**config.mk**
```make
export PLATFORM = sky130hd
export DESIGN_NAME = byte_and_pair_scanner_top
export DESIGN_NICKNAME = d
export VERILOG_FILES = /design/src/rtl/bps_pkg.sv /design/src/rtl/byte_and_pair_scanner_top.sv
export SDC_FILE = /design/constraint.sdc
export NUM_CORES = 1
export LEC_CHECK = 0
export BUFFER_PORTS_ARGS = -buffer_cell sky130_fd_sc_hd__buf_2
export CORE_MARGIN = 5
export CORE_UTILIZATION = 35
export CTS_BUF_LIST = sky130_fd_sc_hd__clkbuf_16
export CTS_CLUSTER_DIAMETER = 200
export DETAILED_ROUTE_END_ITERATION = 10
export GPL_ROUTABILITY_DRIVEN = 1
export SLEW_MARGIN = 0
export SYNTH_ARGS = -nofsm -noshare
export SYNTH_HDL_FRONTEND = slang
export SYNTH_SLANG_ARGS = --single-unit
```
**constraint.sdc**
```tcl
create_clock -name clk -period 3.46 [get_ports clk]
set_input_delay 0.692 -clock clk [delete_from_list [all_inputs] [get_ports clk]]
set_output_delay 0.692 -clock clk [all_outputs]
set_load 0.01 [all_outputs]
```
**src/rtl/bps_pkg.sv**
```systemverilog
// Shared types and codes for the byte and pair scanner.
`default_nettype none

package bps_pkg;

    localparam int POS_W = 17;

    // scan modes
    localparam logic [2:0] MODE_FIRST_EQ    = 3'd0;
    localparam logic [2:0] MODE_FIRST_NE    = 3'd1;
    localparam logic [2:0] MODE_LAST_EQ     = 3'd2;
    localparam logic [2:0] MODE_LAST_NE     = 3'd3;
    localparam logic [2:0] MODE_FIRST_PAIR  = 3'd4;
    localparam logic [2:0] MODE_LAST_PAIR   = 3'd5;
    localparam logic [2:0] MODE_MASKED_PAIR = 3'd6;
    localparam logic [2:0] MODE_UNUSED      = 3'd7;

    // configuration register indexes
    localparam logic [2:0] REG_SCAN_MODE     = 3'd0;
    localparam logic [2:0] REG_FIRST_TARGET  = 3'd1;
    localparam logic [2:0] REG_SECOND_TARGET = 3'd2;
    localparam logic [2:0] REG_FIRST_MASK    = 3'd3;
    localparam logic [2:0] REG_SECOND_MASK   = 3'd4;
    localparam logic [2:0] REG_IGNORE_CASE   = 3'd5;

    localparam logic [7:0] CASE_FOLD_MASK = 8'hDF;

    typedef struct packed {
        logic [7:0] data_byte;
        logic       end_of_buffer;
    } scan_in_t;

    typedef struct packed {
        logic             hit;
        logic [POS_W-1:0] position;
    } scan_out_t;

endpackage

`default_nettype wire

```
**src/rtl/byte_and_pair_scanner_top.sv**
```systemverilog
// Top level of the byte and pair scanner.
//
// Usage:
//   data channel (data_valid/data_ready/data_item) takes one buffer byte per
//   item; end_of_buffer marks the final byte of a buffer.
//   result channel (result_valid/result_ready/result_item) gives one item per
//   buffer, after its final byte: hit and position.
//   cfg channel (cfg_valid/cfg_ready/cfg_index/cfg_data) writes the mode,
//   targets, masks and case folding; cfg_ready is always high. Write it only
//   while no buffer is in flight.
// Timing:
//   one byte per cycle while no final byte waits on a stalled result; each
//   byte passes an input register, and its compare and flag update run from
//   that register against the search state. The result is written to the
//   output register when the final byte leaves the input register.
// Stall: while a result waits, non-final bytes keep flowing; a second final
//   byte waits in the input register until the pending result is taken.
// Reset: rst_n clears the search state, both valid flags and the
//   configuration registers to their reset values (masks 0xFF, all others 0).
`default_nettype none

module byte_and_pair_scanner_top #(
    parameter int MAX_LENGTH = 65536
) (
    input  wire                 clk,
    input  wire                 rst_n,
    input  wire                 data_valid,
    output logic                data_ready,
    input  wire bps_pkg::scan_in_t data_item,
    output logic                result_valid,
    input  wire                 result_ready,
    output bps_pkg::scan_out_t  result_item,
    input  wire                 cfg_valid,
    output logic                cfg_ready,
    input  wire  [2:0]          cfg_index,
    input  wire  [7:0]          cfg_data
);

    localparam int OFS_W  = $clog2(MAX_LENGTH + 1);
    localparam int WIDE_W = (OFS_W > bps_pkg::POS_W) ? OFS_W : bps_pkg::POS_W;
    localparam logic [OFS_W-1:0] MAX_OFS = OFS_W'(MAX_LENGTH);
    localparam logic [OFS_W-1:0] ONE_OFS = OFS_W'(1);

    // configuration registers
    logic [2:0] scan_mode_reg;
    logic [7:0] first_target_reg;
    logic [7:0] second_target_reg;
    logic [7:0] first_mask_reg;
    logic [7:0] second_mask_reg;
    logic       ignore_case_reg;

    // input stage
    logic               s1_valid_reg, s1_valid_next;
    bps_pkg::scan_in_t  s1_item_reg;

    // search state
    logic [OFS_W-1:0] offset_reg, offset_next;
    logic             prev_first_reg, prev_first_next;
    logic             seen_reg, seen_next;
    logic [OFS_W-1:0] match_ofs_reg, match_ofs_next;

    // output stage
    logic               out_valid_reg, out_valid_next;
    bps_pkg::scan_out_t out_item_reg, out_item_next;

    logic             s1_advance;
    logic [2:0]       mode;
    logic [7:0]       fold_mask;
    logic [7:0]       first_masked, second_masked;
    logic             is_first, is_second, pair;
    logic             forward;
    logic [OFS_W-1:0] length;
    logic [OFS_W-1:0] pos;
    logic             hit;
    logic [WIDE_W-1:0] pos_wide;

    assign cfg_ready    = 1'b1;
    assign s1_advance   = s1_valid_reg
                          && (!s1_item_reg.end_of_buffer || !out_valid_reg || result_ready);
    assign data_ready   = !s1_valid_reg || s1_advance;
    assign result_valid = out_valid_reg;
    assign result_item  = out_item_reg;

    always_ff @(posedge clk or negedge rst_n)
    begin
        if (!rst_n)
        begin
            scan_mode_reg     <= bps_pkg::MODE_FIRST_EQ;
            first_target_reg  <= 8'h00;
            second_target_reg <= 8'h00;
            first_mask_reg    <= 8'hFF;
            second_mask_reg   <= 8'hFF;
            ignore_case_reg   <= 1'b0;
        end
        else if (cfg_valid && cfg_ready)
        begin
            case (cfg_index)
                bps_pkg::REG_SCAN_MODE:     scan_mode_reg     <= cfg_data[2:0];
                bps_pkg::REG_FIRST_TARGET:  first_target_reg  <= cfg_data;
                bps_pkg::REG_SECOND_TARGET: second_target_reg <= cfg_data;
                bps_pkg::REG_FIRST_MASK:    first_mask_reg    <= cfg_data;
                bps_pkg::REG_SECOND_MASK:   second_mask_reg   <= cfg_data;
                bps_pkg::REG_IGNORE_CASE:   ignore_case_reg   <= cfg_data[0];
                default:                    ;
            endcase
        end
    end

    always_comb
    begin
        mode      = (scan_mode_reg == bps_pkg::MODE_UNUSED) ? bps_pkg::MODE_FIRST_EQ
                                                             : scan_mode_reg;
        fold_mask = ignore_case_reg ? bps_pkg::CASE_FOLD_MASK : 8'hFF;
        if (mode == bps_pkg::MODE_MASKED_PAIR)
        begin
            first_masked  = s1_item_reg.data_byte & first_mask_reg;
            second_masked = s1_item_reg.data_byte & second_mask_reg;
        end
        else
        begin
            first_masked  = s1_item_reg.data_byte & fold_mask;
            second_masked = s1_item_reg.data_byte & fold_mask;
        end
        is_first  = (first_masked == first_target_reg);
        is_second = (second_masked == second_target_reg);
        pair      = prev_first_reg && is_second;

        seen_next      = seen_reg;
        match_ofs_next = match_ofs_reg;
        case (mode)
            bps_pkg::MODE_FIRST_EQ, bps_pkg::MODE_FIRST_NE:
            begin
                if (!seen_reg && ((mode == bps_pkg::MODE_FIRST_EQ) ? is_first : !is_first))
                begin
                    seen_next      = 1'b1;
                    match_ofs_next = offset_reg;
                end
            end
            bps_pkg::MODE_LAST_EQ, bps_pkg::MODE_LAST_NE:
            begin
                if ((mode == bps_pkg::MODE_LAST_EQ) ? is_first : !is_first)
                begin
                    seen_next      = 1'b1;
                    match_ofs_next = offset_reg;
                end
            end
            bps_pkg::MODE_FIRST_PAIR, bps_pkg::MODE_MASKED_PAIR:
            begin
                // report the first byte of the pair; a saturated offset stays put
                if (!seen_reg && pair)
                begin
                    seen_next      = 1'b1;
                    match_ofs_next = (offset_reg < MAX_OFS) ? offset_reg - ONE_OFS : MAX_OFS;
                end
            end
            default:
            begin
                if (pair)
                begin
                    seen_next      = 1'b1;
                    match_ofs_next = offset_reg;
                end
            end
        endcase
        prev_first_next = is_first;
        offset_next     = (offset_reg < MAX_OFS) ? offset_reg + ONE_OFS : MAX_OFS;

        // final-byte result
        length  = (offset_reg < MAX_OFS) ? offset_reg + ONE_OFS : MAX_OFS;
        forward = (mode == bps_pkg::MODE_FIRST_EQ) || (mode == bps_pkg::MODE_FIRST_NE)
                  || (mode == bps_pkg::MODE_FIRST_PAIR) || (mode == bps_pkg::MODE_MASKED_PAIR);
        if (seen_next)
        begin
            hit = 1'b1;
            pos = match_ofs_next;
        end
        else if (((mode == bps_pkg::MODE_FIRST_PAIR) || (mode == bps_pkg::MODE_MASKED_PAIR))
                 && is_first)
        begin
            hit = 1'b1;
            pos = offset_reg;
        end
        else
        begin
            hit = 1'b0;
            pos = forward ? length : '0;
        end
        pos_wide               = WIDE_W'(pos);
        out_item_next.hit      = hit;
        out_item_next.position = pos_wide[bps_pkg::POS_W-1:0];

        s1_valid_next  = data_ready ? data_valid : s1_valid_reg;
        out_valid_next = (s1_advance && s1_item_reg.end_of_buffer) ? 1'b1
                         : (result_ready ? 1'b0 : out_valid_reg);
    end

    always_ff @(posedge clk or negedge rst_n)
    begin
        if (!rst_n)
        begin
            s1_valid_reg   <= 1'b0;
            out_valid_reg  <= 1'b0;
            offset_reg     <= '0;
            prev_first_reg <= 1'b0;
            seen_reg       <= 1'b0;
            match_ofs_reg  <= '0;
        end
        else
        begin
            s1_valid_reg  <= s1_valid_next;
            out_valid_reg <= out_valid_next;
            if (s1_advance)
            begin
                if (s1_item_reg.end_of_buffer)
                begin
                    // clear the search for the next buffer
                    offset_reg     <= '0;
                    prev_first_reg <= 1'b0;
                    seen_reg       <= 1'b0;
                    match_ofs_reg  <= '0;
                end
                else
                begin
                    offset_reg     <= offset_next;
                    prev_first_reg <= prev_first_next;
                    seen_reg       <= seen_next;
                    match_ofs_reg  <= match_ofs_next;
                end
            end
        end
    end

    always_ff @(posedge clk)
    begin
        if (data_valid && data_ready)
        begin
            s1_item_reg <= data_item;
        end
        if (s1_advance && s1_item_reg.end_of_buffer)
        begin
            out_item_reg <= out_item_next;
        end
    end

endmodule

`default_nettype wire

```
After elaboration in Yosys (flattened, before gate mapping)
Index checks and enable logic that the tools add are counted.

storage, ports and cells
  register bits after elaboration = 101
  bits of input ports = 25
  output and inout bits = 21
  word-level logic and storage cells = 94

cells by class
  add/subtract/negate cells = 2
  $lt $le $gt $ge = 1
  equality and inequality tests = 13
  muxes and demuxes = 28
  bitwise logic cells = 3
  reductions and logical operators = 31

operators with widths
  kind                     number
  $mux W17                 11
  $pmux W17 S3             1
  $and A8 B8 Y8            3
  $add A17 B1 Y17 const B  1
  $lt A17 B17 Y1 const B   1
  $sub A17 B1 Y17 const B  1
  $eq A8 B8 Y1             2
  $mux W8                  2
  $eq A3 B3 Y1 const B     5
  $eq A3 B2 Y1 const B     4
  $reduce_and A2 Y1        6
  $mux W1                  11
  $logic_and A1 B1 Y1      7
  $logic_or A1 B1 Y1       7
  $eq A3 B1 Y1 const B     2
  $logic_not A3 Y1         2
  $mux W6                  1
  $reduce_or A2 Y1         3
  $logic_not A1 Y1         5
  $mux W3                  1
  $pmux W1 S3              1
  $reduce_bool A2 Y1       1

Longest topological paths before layout
Gate-level depths: netlist of the first run.

  depth in word-level cells = 11
  mapped depth = 13
  depth with buffers taken out = 10

Worst setup path after synthesis of the first run
OpenSTA, ideal clock, no wires.

  path type = register -> register
  start = register scan_mode_reg[0]
  end = register out_item_reg (netlist bit result_item[3]), data pin
  library setup time = 0.265 ns
  arrival = 2.438 ns
  required time = 3.195 ns
  setup slack = 0.757 ns
  cell stages (with the launch flop) = 12
  path buffers = 2
  clock period less this slack = 2.703 ns
  cells stage by stage = dfrtp_1 -> buf_6 -> nand3b_1 -> buf_6 -> a211oi_4 -> xnor2_1 -> and3_1 -> a21oi_1 -> o31ai_2 -> nand3_2 -> a211oi_1 -> a21oi_1

between the ends
  word-level cells in the longest chain between the ends = 11
  elaborated cells on any way between the ends = 39
  classes of those cells = eq/ne: 8; mux: 18; reduce/logical: 13

ends and longest elaborated chain
  element                                      line                                                                text
  start, declared                              byte_and_pair_scanner_top.sv:45                                     logic [2:0] scan_mode_reg;
  start signal, assigned                       byte_and_pair_scanner_top.sv:88                                     scan_mode_reg <= bps_pkg::MODE_FIRST_EQ;
  start signal, assigned                       byte_and_pair_scanner_top.sv:98                                     bps_pkg::REG_SCAN_MODE: scan_mode_reg <= cfg_data[2:0];
  $eq A3 B3 Y1                                 byte_and_pair_scanner_top.sv:111                                    mode = (scan_mode_reg == bps_pkg::MODE_UNUSED) ? bps_pkg::MODE_FIRST_EQ
  $mux W3 *                                    byte_and_pair_scanner_top.sv:111
  $eq A3 B3 Y1                                 --
  $mux W8                                      byte_and_pair_scanner_top.sv:114                                    if (mode == bps_pkg::MODE_MASKED_PAIR)
  $eq A8 B8 Y1                                 byte_and_pair_scanner_top.sv:124                                    is_first = (first_masked == first_target_reg);
  $logic_not A1 Y1                             byte_and_pair_scanner_top.sv:133, byte_and_pair_scanner_top.sv:141
  $mux W1                                      byte_and_pair_scanner_top.sv:133                                    if (!seen_reg && ((mode == bps_pkg::MODE_FIRST_EQ) ? is_first : !is_first))
  $logic_and A1 B1 Y1                          byte_and_pair_scanner_top.sv:133
  $mux W17 or $mux W1 (tied branches)          byte_and_pair_scanner_top.sv:133
  $pmux W17 S3 or $pmux W1 S3 (tied branches)  byte_and_pair_scanner_top.sv:130                                    case (mode)
  $mux W17 *                                   byte_and_pair_scanner_top.sv:172                                    if (seen_next)
  via pos[3]                                   byte_and_pair_scanner_top.sv:73                                     logic [OFS_W-1:0] pos;
  end signal, assigned                         byte_and_pair_scanner_top.sv:241                                    out_item_reg <= out_item_next;
  end, declared                                byte_and_pair_scanner_top.sv:64                                     bps_pkg::scan_out_t out_item_reg, out_item_next;

The timed path passes the listed nets; every way through them passes the cells marked *.
A chain may end at the register's enable or synchronous reset.

Final worst setup path of the first run
Ends and elaborated chain as after synthesis.

==> summary.txt, run 1 <==
Area added between synthesis and finish: 12.2%
Vias per std cell: 5.96
Period utilisation layout: 0.929
CP Depth: 10
Largest family of logic cells by synthesized area: compound AO/OA/AOI/OAI gates
Slew Viols, Final: 0
Crit start category: flip-flop
Post-Route WL: 17.2 mm
Drt first pass iters: 7
Number of enable flip-flop cells after synthesis: 27
Simple-Gate Fraction of Synth Area: 0.192
Synthesis-stage register bit count: 101
Rows: 47
Fin Setup TNS: 0 ns
NetSw: 1.21 mW
Share of power burned in registers: 0.435
Post-DP HPWL: 12.3 mm
Comb pwr share: 0.304
Max Cap Viol: 0
Fin area: 6730 sq um
# IOs: 46
Yosys warns: 0
Total congestion overflow: 0
Worst path cell trace: buf_4 > nand4bb_1 > nand3_1 > nor4b_1 > and4_2 > a21oi_1 > o31ai_2 > nand3_2 > a211oi_1 > a21oi_1
Maximum vdd drop: 0.000328 V
R2r setup slk: 0.25 ns
CTS root buffer: clkbuf_16
Syn_area_per_cell: 9.71 sq um
Placement Cell Area: 6460 sq um
Xor and xnor fraction of the mapped netlist area: 0.0263
Tmin final: 3.21 ns
Starting density of the core: 0.359
Tightest Pin Transition: 0.976 ns
Critical path peak fanout: 17
Largest net degree at the start of global routing: 75
Nets: 681
Clock sink count: 101
Mux contribution to synthesized area: 0.0661
First-pass GRT wire length: 27.4 mm
Num CTS Buffers: 9
CP Class: reg2reg
Clk_skew: 0.00856 ns
Power Dens Cells: 524 nW/um^2
GPL Wtd Cong: 0.899
FFs w/ async S/R, synth: 0.733
RSZ-0062 raised after global routing: false
Final Hold Viols: 0
Mapped Cells: 618
Crit path DAT: 3.31 ns
Internal power: 2.32 mW
Htree depth: 3
Leakage: 2.66 nW
Die Span X: 141 microns
# setup viols final: 0
Synth cell types: 73
Final Total Pwr: 3.53 mW
Synthesized area: 6000 sq um
CP endpoint kind: flip-flop
Vias in the first global route: 5042
CP max-delay cell: and4_2
Critical path data required time: 3.55 ns
Worst hold path class: in2async
Fmax: 0.311 GHz
Max Root-Sink Buffers: 2
Clock share of power: 0.261
Avg WL per Cell: 19.6 microns
Most common flop cell mapped by yosys: dfrtp_1
Port Buffer Count: 44
Post-Synth Adder-Cell Area: 0.00417
Slew margin rel.: 0.350
Number of flip-flops under the largest register name: 18
Post-DRT Antenna Nets: 0
Vias: 5238
Post-synth net total: 645
Critical path's top delay family: simple AND/OR/NAND/NOR gates
Status: finished clean
Antenna Cells: 0
Worst Path Buf+Inv: 1
Crit-path most repeated cell: a21oi_1
Tot GR Track Use: 0.175
Drc violations: 0
Die area: 19900 sq um
Layout cell share with drive strength beyond 1: 0.228
Synth Area in Compound Gates: 0.218
Drt initial violations: 497
Core Area: 16700 sq um
CTS clk-pin slew, worst paths: 0.07 ns
Sw Ratio: 0.344
Die Span Y: 141 microns
Register area share after synthesis: 0.447
Skew-Pair Late Insertion Delay: 0.36 ns
R2R cell count: 10
Largest stage delay on the critical path: 0.41 ns
Initial antenna violation count: 0
CTS tree: done
Fillers: 1678
-- area by class of cell --
cell class,count,area [sq um],area share
clock inverters,7,37.5,0.00558
clock buffers,9,225,0.0335
well taps,220,275,0.0409
flip-flops and latches,101,2680,0.398
inverters,17,63.8,0.00948
multi-input cells,457,3050,0.452
repair buffers,68,403,0.0598
-- final timing paths --
kind / startpoint / end
min in group clk: match_ofs_reg[15] / match_ofs_reg[15]
max reg2reg: scan_mode_reg[0] / result_item[3]
max in group asynchronous: rst_n / offset_reg[16]
min reg2reg: match_ofs_reg[15] / match_ofs_reg[15]
min: rst_n / match_ofs_reg[6]
max: scan_mode_reg[0] / result_item[3]
-- what timing repair did --
action / CTS / global route
hold buffers: 0 / 0
setup endpoints to repair: 0 / 4
endpoints found under the hold margin: 0 / 0
buffers inserted: 0 / 1
resized for setup: 0 / 2
-- per-layer routing --
metal,vias to the layer above,track usage,share of wire
met1,2550,0.228,0.42
met2,243,0.282,0.47
li1,2400,-,-
met5,-,0,0
met4,0,0.0648,0.034
met3,45,0.0461,0.078
-- cell families after synthesis --
logic type      count (synthesis)
flops                         101
other cells                     1
xor+xnor                       18
compound gates                196
simple gates                  204
buf+inv                        60
fa+ha+maj                       2
mux                            36
-- placed cells by master (no fill, tap or decap), types with 16 or more instances in the layout --
master,synthesis,layout
dfrtp_1,58,58
inv_1,17,19
buf_4,2,25
edfxtp_1,27,27
nor3_1,17,17
o21ai_0,55,55
a21oi_1,31,31
nor2_1,26,25
nand3_1,16,16
buf_2,6,43
dfstp_2,16,16
nand2_1,51,51
mux2_2,29,29
nor4_1,16,16
-- Yosys cell counts, types with 3 or more instances --
| library cell | count | area share |
|---|---|---|
| a211oi_1 | 12 | 0.015 |
| a21o_1 | 5 | 0.0063 |
| a21oi_1 | 31 | 0.026 |
| a221oi_1 | 8 | 0.012 |
| a22o_1 | 14 | 0.020 |
| a31oi_1 | 11 | 0.011 |
| and2_1 | 4 | 0.0042 |
| and3_1 | 11 | 0.011 |
| buf_2 | 6 | 0.0050 |
| buf_6 | 5 | 0.0094 |
| clkbuf_1 | 30 | 0.019 |
| dfrtp_1 | 58 | 0.24 |
| dfstp_2 | 16 | 0.070 |
| edfxtp_1 | 27 | 0.14 |
| inv_1 | 17 | 0.011 |
| mux2_2 | 29 | 0.054 |
| mux2i_1 | 7 | 0.012 |
| nand2_1 | 51 | 0.032 |
| nand2b_1 | 6 | 0.0063 |
| nand3_1 | 16 | 0.013 |
| nand4bb_1 | 4 | 0.0075 |
| nor2_1 | 26 | 0.016 |
| nor2b_1 | 9 | 0.0094 |
| nor3_1 | 17 | 0.014 |
| nor4_1 | 16 | 0.017 |
| o211ai_1 | 9 | 0.011 |
| o21a_1 | 3 | 0.0038 |
| o21ai_0 | 55 | 0.046 |
| o21ai_1 | 10 | 0.0083 |
| o22ai_1 | 4 | 0.0042 |
| o2bb2ai_1 | 4 | 0.0058 |
| o31ai_1 | 9 | 0.011 |
| or2_2 | 6 | 0.0063 |
| or3_1 | 10 | 0.010 |
| or4_1 | 4 | 0.0050 |
| xnor2_1 | 4 | 0.0058 |
| xor2_1 | 14 | 0.020 |
-- metrics by stage --
stage,util,setup WS [ns],std cells,hold slack [ns]
after floorplan,-,0.757,618,0.396
after global placement,0.387,0.310,862,0.473
after detailed placement,0.387,0.253,862,0.476
after CTS,0.402,0.213,878,0.491
after global routing,0.403,0.00944,879,0.491
final,0.403,0.246,879,0.491
-- power groups by stage --
stage	Clock (mW)	Sequential, mW	Combinational [mW]
finish	0.922	1.54	1.07
global route	1.00	1.55	1.17
CTS	0.950	1.54	1.06
detailed placement	0	1.56	1.06
global placement	0	1.56	1.04
floorplan	0	1.54	0.729
No activity file was read; power rests on OpenSTA's default activity.
==> run 2, diff against run 1 <==
--- a/config.mk
+++ b/config.mk
@@ -12,6 +12,7 @@
 export CTS_CLUSTER_DIAMETER = 200
 export DETAILED_ROUTE_END_ITERATION = 10
 export GPL_ROUTABILITY_DRIVEN = 1
+export PLACE_DENSITY = 0.47
 export SLEW_MARGIN = 0
 export SYNTH_ARGS = -nofsm -noshare
 export SYNTH_HDL_FRONTEND = slang
==> run 2 against run 1 <==
Net effect:
- clock power is 18% higher
- utilization rose by 0.52 points
- sequential share of layout area down 0.49 points
- register-to-register slack improved by 0.09 ns
- critical endpoint unchanged
- highest routed layer unchanged
==> summary.txt, run 2 (synthesized netlist as in run 1, its figures left out) <==
Drt initial violations: 431
Layout cell share with drive strength beyond 1: 0.234
Vias in the first global route: 4910
Rows: 47
Slew margin rel.: 0.340
CP Class: reg2reg
Die area: 19900 sq um
Tot GR Track Use: 0.183
Post-placement cell count: 865
Port Buffer Count: 44
First-pass GRT wire length: 28.3 mm
Vias: 5097
Hold-fix buffers at CTS: 0
Critical path data required time: 3.57 ns
Worst Path Buf+Inv: 1
Skew-Pair Late Insertion Delay: 0.36 ns
CTS clk-pin slew, worst paths: 0.08 ns
RSZ-0062 raised after global routing: false
Slew Viols, Final: 0
Fmax: 0.320 GHz
Largest stage delay on the critical path: 0.43 ns
CTS tree: done
Post-CTS Setup Bufs: 0
Tmin final: 3.12 ns
Leakage: 2.69 nW
Clk_skew: 0.00887 ns
Power Dens Cells: 543 nW/um^2
Clock sink count: 101
Tightest Pin Transition: 0.990 ns
Number of flip-flops under the largest register name: 18
Drc violations: 0
Crit-path most repeated cell: a21oi_1
Initial antenna violation count: 0
Largest net degree at the start of global routing: 75
CTS root buffer: clkbuf_16
Core Area: 16700 sq um
Die Span X: 141 microns
Drt first pass iters: 5
Htree depth: 3
Avg WL per Cell: 20.3 microns
Total congestion overflow: 0
Status: finished clean
Vias per std cell: 5.79
Max Root-Sink Buffers: 2
Num CTS Buffers: 9
Die Span Y: 141 microns
Critical path peak fanout: 11
Non-filler cells, final: 881
GPL Wtd Cong: 0.872
Worst path cell trace: nand3b_1 > buf_4 > o21ai_0 > xor2_1 > and3_1 > a21oi_1 > o31ai_2 > nand3_2 > a211oi_1 > a21oi_1
# setup viols final: 0
Maximum vdd drop: 0.000280 V
Most common cell after layout, fill and taps aside: dfrtp_1
Critical path's top delay family: compound AO/OA/AOI/OAI gates
Max Cap Viol: 0
Final Hold Viols: 0
Starting density of the core: 0.359
Worst hold path class: in2async
Period utilisation layout: 0.903
Post-DRT Antenna Nets: 0
CP max-delay cell: dfrtp_1
Fillers: 1720
Crit start category: flip-flop
Antenna Cells: 0
# IOs: 46
Area added between synthesis and finish: 13.6%
Nets: 683
Crit path DAT: 3.23 ns
CP endpoint kind: flip-flop
Post-Route WL: 17.9 mm
Post-layout util: 0.408
Commonest non-fill, non-tap cells in the layout: 57 x dfrtp_1, 55 x o21ai_0, 51 x nand2_1, 43 x buf_2, 31 x a21oi_1
Fin Setup TNS: 0 ns
Post-DP HPWL: 13.2 mm
run 2: worst paths after layout:
check	from	end	slack, ns	cells past startpoint
worst max-delay path	scan_mode_reg[0]	result_item[3]	0.34	10
worst min-delay path	rst_n	offset_reg[8]	0.49	1
worst max register to register	scan_mode_reg[0]	result_item[3]	0.34	10
worst min register to register	match_ofs_reg[11]	match_ofs_reg[11]	0.49	1
max in group asynchronous	rst_n	scan_mode_reg[1]	2.26	1
min in group clk	match_ofs_reg[11]	match_ofs_reg[11]	0.49	1
run 2: area by class of cell:
type / instances / area, sq um / share of cell area
inverters: 17 / 63.8 / 0.00936
well taps: 220 / 275 / 0.0404
clock inverters: 6 / 75.1 / 0.0110
clock buffers: 10 / 250 / 0.0367
repair buffers: 70 / 430 / 0.0631
flip-flops and latches: 101 / 2680 / 0.394
multi-input cells: 457 / 3040 / 0.446
run 2: what timing repair did:
item | in CTS | in global routing
hold endpoints to repair | 0 | 0
resized for setup | 0 | 1
endpoints found under the setup margin | 0 | 6
run 2: per-stage QoR:
stage / area, sq um / setup slack, ns / power [mW] / hold WS (ns)
global route: 6820 / 0.0195 / 3.92 / 0.479
CTS: 6820 / 0.230 / 3.74 / 0.482
finish: 6820 / 0.335 / 3.70 / 0.490
floorplan: 6000 / 0.757 / 2.27 / 0.396
global placement: 6490 / 0.369 / 2.64 / 0.476
detailed placement: 6490 / 0.242 / 2.64 / 0.474
run 2: where the power goes:
| part | internal, mW | total (mW) | switching (mW) |
|---|---|---|---|
| logic | 0.409 | 1.06 | 0.654 |
| clock network | 0.559 | 1.09 | 0.527 |
| registers | 1.44 | 1.55 | 0.116 |
| total | 2.41 | 3.70 | 1.30 |
run 2: metal layers:
metal,track usage,share of wire,wire length [microns]
met1,0.239,0.44,7870
met2,0.302,0.49,8730
met3,0.0345,0.045,804
met4,0.0699,0.027,489
met5,0,0,0
==> run 3, diff against run 2 <==
--- a/config.mk
+++ b/config.mk
@@ -12,7 +12,8 @@
 export CTS_CLUSTER_DIAMETER = 200
 export DETAILED_ROUTE_END_ITERATION = 10
 export GPL_ROUTABILITY_DRIVEN = 1
-export PLACE_DENSITY = 0.47
+export MAX_ROUTING_LAYER = met4
+export PLACE_DENSITY = 0.52
 export SLEW_MARGIN = 0
 export SYNTH_ARGS = -nofsm -noshare
 export SYNTH_HDL_FRONTEND = slang
==> run 3 against run 2 <==
Net effect:
- critical path type unchanged
- count of clock-buffer cells in the layout fell by 1
- via count fell by 0.29%
- power barely moved
- routed wire length fell by 0.81%
- critical endpoint is now result_item[16]
- fmax fell by 1.3%
- die area did not move
- clock power barely moved
- utilization fell by 0.090 points
- global-route usage rose by 0.18 points
- combinational power barely moved
==> summary.txt, run 3 (synthesized netlist as in run 1, its figures left out) <==
Power Dens Cells: 544 nW/um^2
Vias in the first global route: 4992
Leakage: 2.69 nW
Final Hold Slack: 0.490 ns
Port Buffer Count: 44
Post-CTS Setup Bufs: 0
Tmin final: 3.17 ns
Total congestion overflow: 0
Post-layout util: 0.407
Area added between synthesis and finish: 13.4%
Setup ws final: 0.294 ns
# setup viols final: 0
Clk_skew: 0.0109 ns
Vias per std cell: 5.76
Core Area: 16700 sq um
Starting density of the core: 0.359
Num CTS Buffers: 9
Critical path peak fanout: 15
Htree depth: 3
CP endpoint kind: flip-flop
Worst hold path class: in2reg
Post-Place Worst Slack: 0.353 ns
Slew margin rel.: 0.318
CTS clk-pin slew, worst paths: 0.08 ns
Maximum vdd drop: 0.000318 V
Die Span Y: 141 microns
Crit start category: flip-flop
Post-DRT Antenna Nets: 0
Critical path data required time: 3.56 ns
Die area: 19900 sq um
Crit path DAT: 3.26 ns
Hold-fix buffers at CTS: 0
Number of flip-flops under the largest register name: 18
Most common cell after layout, fill and taps aside: dfrtp_1
Tightest Pin Transition: 1.02 ns
Avg WL per Cell: 20.1 microns
Fmax: 0.316 GHz
Nets: 684
Slew Viols, Final: 0
Drt initial violations: 515
Status: finished clean
# IOs: 46
Drt first pass iters: 6
Drc violations: 0
Largest net degree at the start of global routing: 75
Post-DP HPWL: 12.8 mm
Layout cell share with drive strength beyond 1: 0.234
RSZ-0062 raised after global routing: false
Skew-Pair Late Insertion Delay: 0.37 ns
Antenna Cells: 0
Fin Setup TNS: 0 ns
GPL Wtd Cong: 0.917
CP Class: reg2reg
Post_cts resized: 0
Clock sink count: 101
Initial antenna violation count: 0
Vias: 5082
Period utilisation layout: 0.915
Die Span X: 141 microns
Max Root-Sink Buffers: 2
CTS root buffer: clkbuf_16
CTS tree: done
Final Hold Viols: 0
Commonest non-fill, non-tap cells in the layout: 58 x dfrtp_1, 55 x o21ai_0, 51 x nand2_1, 43 x buf_2, 31 x a21oi_1
First-pass GRT wire length: 28.0 mm
Post-Route WL: 17.7 mm
Max Cap Viol: 0
Rows: 47
Tot GR Track Use: 0.185
[run 3: through the flow]
stage          std cells  total power, mW  area, sq um
3_3_place_gp         866             2.63         6490
6_report             882             3.70         6810
5_1_grt              882             3.89         6810
2_1_floorplan        618             2.27         6000
3_5_place_dp         866             2.64         6490
4_1_cts              882             3.72         6810
[run 3: layout make-up]
class,instances,area [sq um]
clock buffer,9,225
clock inverter,7,91.3
fill,1673,9900
inverter,17,63.8
multi-input combinational,457,3040
sequential,101,2680
tap,220,275
timing repair buffer,71,425
[run 3: metal layers]
metal  vias up  part of all wire  GRT usage
li1       2403                 -          -
met1      2475              0.45      0.246
met2       175              0.47      0.285
met3        29             0.048     0.0288
met4         0             0.029     0.0719
met5         -                 0          -
[run 3: final timing paths]
| kind | startpoint | cells past startpoint | slack (ns) | to |
|---|---|---|---|---|
| max | scan_mode_reg[0] | 11 | 0.29 | result_item[16] |
| min | data_item[6] | 1 | 0.49 | s1_item_reg[6] |
| max in group asynchronous | rst_n | 1 | 2.31 | offset_reg[14] |
| min in group asynchronous | rst_n | 1 | 0.50 | offset_reg[8] |
| min reg2reg | match_ofs_reg[6] | 2 | 0.49 | match_ofs_reg[6] |
| max reg2reg | scan_mode_reg[0] | 11 | 0.29 | result_item[16] |
[run 3: worst max-delay path, stage by stage, from the launching register on]
cell and delay [ns]:
dfrtp_1 0.44, nand3b_1 0.20, buf_4 0.18, o21ai_0 0.21, xor2_1 0.21, nand4_1 0.27
nor2_1 0.33, o31a_1 0.21, a21o_1 0.30, buf_4 0.28, or3_1 0.16, o21ai_0 0.08
[run 3: where the power goes]
part / switching [mW] / leakage, nW / internal (mW)
sequential: 0.109 / 1.19 / 1.44
combinational: 0.672 / 1.35 / 0.410
clock: 0.544 / 0.155 / 0.528
